## src/hw/rtl/thadc_pkg.sv

```systemverilog
// ----------------------------------------------------------------------------
// thadc_pkg
// Shared widths, constants and types for the thermistor linearisation pipe.
// ----------------------------------------------------------------------------
package thadc_pkg;

  localparam int NUM_W    = 30;  // divider numerator, up to 999 * (2^20 - 1)
  localparam int DEN_W    = 10;
  localparam int MANT_W   = 31;  // log2 mantissa, Q30 in [1, 2)
  localparam int LOG_FRAC = 28;  // fraction bits of log2 result
  localparam int LOG_W    = 33;  // 5 integer + 28 fraction bits
  localparam int LNR_W    = 30;  // signed Q24 ln R
  localparam int LN2_W    = 35;
  localparam int LN3_W    = 40;
  localparam int BT_W     = 54;
  localparam int D_W      = 64;  // signed Q40 denominator
  localparam int MAG_W    = 63;
  localparam int QBITS    = 33;  // quotient bits kept by the divider
  localparam int COEFF_W  = 48;
  localparam int OHMS_W   = 20;
  localparam int RSHIFT   = 24;  // Q24 rescale after products
  localparam int SPLIT    = 24;  // low slice of a split multiplier operand

  localparam logic [29:0] LN2_Q30      = 30'd744261118;
  localparam logic [31:0] FALLBACK_Q16 = 32'h0019_0000;

  typedef enum logic [1:0] {
    REG_COEFF_A = 2'd0,
    REG_COEFF_B = 2'd1,
    REG_COEFF_C = 2'd2,
    REG_REF_OHMS = 2'd3
  } cfg_reg_t;

  typedef struct packed {
    logic fb;   // result replaced by the fallback value
    logic neg;  // denominator negative
  } side_t;

endpackage

```

## src/hw/rtl/thadc_mulr.sv

```systemverilog
// ----------------------------------------------------------------------------
// thadc_mulr
// Signed multiply with rounding shift by 2^24, halves away from zero.
// Operand a is split into two slices.
// ----------------------------------------------------------------------------
module thadc_mulr import thadc_pkg::*; #(
  parameter int AW = 30,
  parameter int BW = 30,
  parameter int RW = 35
) (
  input  logic                 clk,
  input  logic                 en,
  input  logic signed [AW-1:0] a,
  input  logic signed [BW-1:0] b,
  output logic signed [RW-1:0] res
);

  localparam int PW = AW + BW;

  logic [AW-1:0]         ma;
  logic [BW-1:0]         mb;
  logic                  neg1, neg2;
  logic [SPLIT+BW-1:0]   pl;
  logic [AW-SPLIT+BW-1:0] ph;
  logic [PW:0]           sum;
  logic [RW-1:0]         mag;

  always_ff @(posedge clk) begin
    if (en) begin
      ma   <= a[AW-1] ? AW'(-a) : AW'(a);
      mb   <= b[BW-1] ? BW'(-b) : BW'(b);
      neg1 <= a[AW-1] ^ b[BW-1];
    end
  end

  always_ff @(posedge clk) begin
    if (en) begin
      pl   <= ma[SPLIT-1:0] * mb;
      ph   <= ma[AW-1:SPLIT] * mb;
      neg2 <= neg1;
    end
  end

  always_comb begin
    sum = (PW+1)'(pl) + ((PW+1)'(ph) << SPLIT) + ((PW+1)'(1) << (RSHIFT - 1));
    mag = sum[RW+RSHIFT-1:RSHIFT];
  end

  always_ff @(posedge clk) begin
    if (en) begin
      res <= neg2 ? -$signed(mag) : $signed(mag);
    end
  end

endmodule

```

## config.mk

```make
export PLATFORM = sky130hd
export DESIGN_NAME = thadc_mulr
export DESIGN_NICKNAME = d
export VERILOG_FILES = /design/src/hw/rtl/thadc_pkg.sv /design/src/hw/rtl/thadc_mulr.sv
export SDC_FILE = /design/constraint.sdc
export NUM_CORES = 2
export LEC_CHECK = 0
export CAP_MARGIN = 40
export CELL_PAD_IN_SITES_DETAIL_PLACEMENT = 1
export CELL_PAD_IN_SITES_GLOBAL_PLACEMENT = 1
export CORE_ASPECT_RATIO = 0.5
export CORE_MARGIN = 10
export CORE_UTILIZATION = 50
export CTS_BUF_LIST = sky130_fd_sc_hd__clkbuf_2 sky130_fd_sc_hd__clkbuf_4 sky130_fd_sc_hd__clkbuf_8
export DETAILED_ROUTE_END_ITERATION = 10
export DONT_BUFFER_PORTS = 1
export GPL_ROUTABILITY_DRIVEN = 0
export PLACE_DENSITY = 0.76
export SLEW_MARGIN = 0
export SYNTH_ARGS = -nofsm -noshare
export SYNTH_HDL_FRONTEND = slang
export SYNTH_SLANG_ARGS = --single-unit
```

## constraint.sdc

```tcl
create_clock -name clk -period 9.1 [get_ports clk]
set_input_delay 0.91 -clock clk [delete_from_list [all_inputs] [get_ports clk]]
set_output_delay 0.91 -clock clk [all_outputs]
set_load 0.05 [all_outputs]
```

# --- Word-level counts from Yosys, hierarchy flattened ---
# Index checks and enable logic that the tools add are counted.
op_classes:
  bitwise_logic: 1
  add_sub_neg: 5
  mux: 3
  n_mul: 2
ops:
  columns: ["cell", "n"]
  rows:
  - ["$neg 30->30", 2]
  - ["$add 54x59->59", 1]
  - ["$add 59x24->59 const B", 1]
  - ["$mux 29", 2]
  - ["$mul 24x30->54", 1]
  - ["$mul 6x30->35", 1]
  - ["$mux 35", 1]
  - ["$neg 35->35", 1]
  - ["$xor 1x1->1", 1]
totals:
  wordCells: 20
  output_inout_bits: 35
  in_bits: 62
  reg_bits: 186

# --- Logic depth before layout (Yosys ltp) ---
logic_depth:
  ltp_word: 4
  mapped_depth: 28
  depth_no_buf: 26

# --- Worst setup path after synthesis ---
# No wires, ideal clock.
synth_timing:
  path_type: "flip-flop to flip-flop"
  start: "reg mb[23]"
  end: "reg pl[53], data pin"
  n_path_buf: 2
  stages_incl_launch_ff: 27
  slack_ps: 1758
  synth_period_minus_slack_ps: 7342
  required_time_ps: 8838
  arrival_ps: 7080
  setup_ps: 262
  cell_sequence: "edfxtp_1 -> clkbuf_1 -> nand2_1 -> fa_1 -> inv_1 -> fa_1 -> inv_1 -> fa_1 -> fa_1 -> inv_1 -> fa_1 -> fa_1 -> inv_1 -> fa_1 -> inv_1 -> ha_1 -> clkbuf_1 -> a21oi_1 -> o21ai_0 -> a41o_1 -> nand3b_1 -> a211oi_1 -> o21ai_0 -> a221oi_1 -> o21ai_0 -> o31ai_1 -> xnor2_1"
synth_between:
  elab_chain_len: 1
synth_lines:
  columns: ["item", "line", "rtl"]
  rows:
  - ["start: declaration", "thadc_mulr.sv:21", "logic [BW-1:0] mb;"]
  - ["start signal: assignment", "thadc_mulr.sv:31", "mb <= b[BW-1] ? BW'(-b) : BW'(b);"]
  - ["$mul 24x30->54", "thadc_mulr.sv:38", "pl <= ma[SPLIT-1:0] * mb;"]
  - ["end signal: assignment", "thadc_mulr.sv:38", null]
  - ["end: declaration", "thadc_mulr.sv:23", "logic [SPLIT+BW-1:0] pl;"]
# No other way between the ends.
# A chain may end at the register's enable or synchronous reset.

# --- Final worst setup path ---
layout_timing:
  start: "reg ma[14]"
  end: "reg pl[52], data pin"
layout_between:
  elab_chain_len: 1
layout_lines:
  columns: ["item", "line", "rtl"]
  rows:
  - ["start: declaration", "thadc_mulr.sv:20", "logic [AW-1:0] ma;"]
  - ["start signal: assignment", "thadc_mulr.sv:30", "ma <= a[AW-1] ? AW'(-a) : AW'(a);"]
  - ["$mul 24x30->54", "thadc_mulr.sv:38", null]
# No other way between the ends.

==> summary by stage <==
Drt
Wires add up to about 110 mm. Summing over every cut layer, the via total after detailed routing is 27,100. The detailed-route DRC error count is 0.

The count of antenna-violating nets left after detailed routing is 0. The detailed-route wire length per cell is 23.1 microns. The detailed router's first-iteration violation count is roughly 1,800. The post-detailed-route via-to-cell ratio is 5.63. The number of iterations in the first detailed-routing pass is 6.

Timing
The largest clock skew in the final design is 52.0 ps. Measured against its own limit, the worst slew margin works out to about a third. Setup repair after global routing left no endpoint under its margin. The upper clock frequency limit is 0.116 GHz. The pin slew with the least headroom to its limit is 974 ps. The number of max-slew violations in the final report came to 0. The smallest clock period supported by the final layout is computed as 8630 ps. The hold violation count in the final report came to 0. The number of failing setup endpoints in the final timing report is 0. The final-layout setup total negative slack is 0 ps.

The final period utilization is roughly 95%.

Cells and area
Fill cells in the final layout number slightly above 8,000. Across the whole layout, storage elements account for 4890 sq um. Leaving out fill and tap cells, the most frequent cell in the layout is inv_1. The multi-input logic area is 27,700 sq um. The repair_antennas step left the layout with diodes totalling 0.

The area growth from synthesis to layout is 5.42%. In the layout the commonest cells are inv_1 (781), fa_1 (726), nand2_1 (605). The fraction of final layout cells sized beyond drive strength 1 is 4.57%.

The post-layout net count is 4,879.

Die
The initialized floorplan defines 69 standard-cell rows. 97 I/O pins were placed. The die covers 84,500 sq um. From left edge to right edge, the die measures 401 microns.

The core region is 71,500 sq um. Once the floorplan was initialized, standard cells occupied 50.8% of the core. The height of the die is 211 microns.

Synthesis
The number of instances in the synthesized netlist is 3,907. In the synthesized netlist the async set-or-reset flop fraction comes to 0%. Sequential elements use between 10% and 20% of the synthesized area. In the synthesized netlist the dominant register cell turns out to be edfxtp_1. In this run the cell area of the synthesized design comes to 36,300 sq um. Yosys mapped a number of flops with a built-in enable equal to approximately 160. The average instance in the mapped netlist occupies about 9.3 sq um. The number of different library cells in the post-synthesis netlist is 76. The total number of yosys warnings is 0. Counting every net in the synthesized netlist gives 4,947.

After synthesis the netlist holds a flip-flop and latch count of approximately 160.

Global routing
The first global-routing pass estimated 176 mm of wire. The via count of the first global-routing pass was 30,700. The pin count of the biggest net entering global routing is 164.

For this run the aggregate overflow at the end of global routing stands at 0. The initial antenna violation count is 4. The overall fraction of global-route tracks in use is roughly a quarter.

Critical path
The signal arrival time at the worst endpoint is between 8000 and 9000 ps. The number of buffer and inverter stages on the critical path is 6. In this design, the stage delay of the slowest critical-path cell is 730 ps.

Among the stages of the critical path, the cell type that occurs most often is fa_1. The capture instance of the worst register-to-register path is pl[52]. The category of the most critical setup path is flip-flop to flip-flop. The startpoint kind of the worst setup timing path is a flip-flop.

The endpoint required time on the critical path is 9430 ps. In this run the critical register-to-register path is launched from ma[14]. The kind of cell with the highest combined delay along the critical path is adder cells.

The critical-path cell with the highest stage delay is edfxtp_1. STA classifies the critical path endpoint as a flip-flop. Along the worst path, the maximum fanout reaches 13. Measured in cells, the most critical reg-to-reg path has a length of 25. Across all register-to-register paths, the minimum setup slack is 470 ps.

Status
The flow ran to the end, and the final reports show no timing, DRC or antenna violations.

Worst hold path
The end of the worst hold path is ma[0]. The classification of the worst-slack hold path is primary input to flip-flop. The worst hold path begins at a[0]. The worst hold path passes through 0 cells.

Clock network
The depth of the CTS H-tree is 4. The clock-pin slew of the registers on the worst-case setup and hold paths is approximately 110 ps. The clock buffer count from CTS is 17.

The number of sinks handled by clock tree synthesis is 163. Counting along the longest clock path gives a buffer depth of 2. In this run the clock root is driven by a clkbuf_8. The post-cts hold buffer count is 0.

The clock tree from TritonCTS is done. The clock insertion delay at the later pin of the skew report is 620 ps.

Placement
Buffers placed on the I/O ports in this run total 0. Detailed placement finished with a half-perimeter wire length of 90.0 mm.

Run
Max-cap violations in this run came to 0.
==> state kept, by name, summed over array words and instances (netlist names) <==
name,flops
res,35
pl,31
ph,35
neg2,1
mb,30
neg1,1
ma,30
==> routing by layer <==
metal / wire, microns / up-vias / GRT usage, %
met5: 13 / - / 0
met4: 2900 / 2 / 7.46
met3: 7500 / 186 / 5.25
met2: 52800 / 825 / 44.8
met1: 47800 / 14300 / 34.9
li1: - / 11800 / -
==> kinds of logic (layout without fill, tap and decap cells) <==
| kind of cell | after synthesis | after routing | synth area share, % |
|---|---|---|---|
| simple gates | 1242 | 1242 | 16.8 |
| buf+inv | 985 | 930 | 10.2 |
| fa+ha+maj | 978 | 978 | 48.7 |
| compound gates | 365 | 365 | 6.64 |
| xor+xnor | 171 | 171 | 4.12 |
| flops | 163 | 163 | 13.5 |
| mux | 3 | 3 | 0.0861 |
==> area by class of cell <==
class                   count  share of cell area, %
clock buffers              17                  0.611
clock inverters            15                  0.539
well taps                 958                   3.13
multi-input cells        2759                   72.4
repair buffers            117                   2.86
inverters                 781                   7.65
flip-flops and latches    163                   12.8
==> cells in the mapped netlist (18+ instances only) <==
library cell	number	area, sq um
xor2_1	27	236
o31ai_1	28	210
a21oi_1	89	445
xnor2_1	144	1260
nand3_1	26	130
and2_1	381	2380
clkbuf_1	200	751
inv_1	781	2930
ha_1	252	3150
nor3_1	18	90.1
nor2_1	77	289
nand2_1	605	2270
edfxtp_1	163	4890
o21ai_0	86	430
nand2b_1	19	119
and3_1	19	119
a21o_1	49	368
fa_1	726	14500
nand4_1	22	138
==> what timing repair did <==
item | in CTS | in global routing
resized for setup | 0 | 2
endpoints found under the setup margin | 0 | 8
buffers inserted | 0 | 9
endpoints found under the hold margin | 0 | 0
==> metrics by stage <==
step / setup slack, ps / area, sq um / cells / hold slack [ps] / utilization (%)
5_1_grt: 67.7 / 38300 / 4810 / 374 / 53.6
4_1_cts: 116 / 38200 / 4800 / 361 / 53.5
3_3_place_gp: 210 / 37500 / 4754 / 407 / 52.4
3_5_place_dp: 136 / 37800 / 4768 / 407 / 52.8
2_1_floorplan: 1760 / 36300 / 3907 / 400 / -
6_report: 473 / 38300 / 4810 / 416 / 53.6
==> how the worst max path moves through the flow <==
stage	slack, ps	end	from	depth (start not counted)
after floorplan	1760	pl[53]	mb[23]	26
after global placement	210	pl[44]	mb[14]	24
after detailed placement	140	pl[44]	mb[13]	24
after CTS	120	pl[52]	mb[13]	24
after global routing	70	pl[52]	ma[14]	25
final	470	pl[52]	ma[14]	25
Power is not shown: default switching activity piles up to over one toggle a cycle in this logic, so the estimate is an artifact.
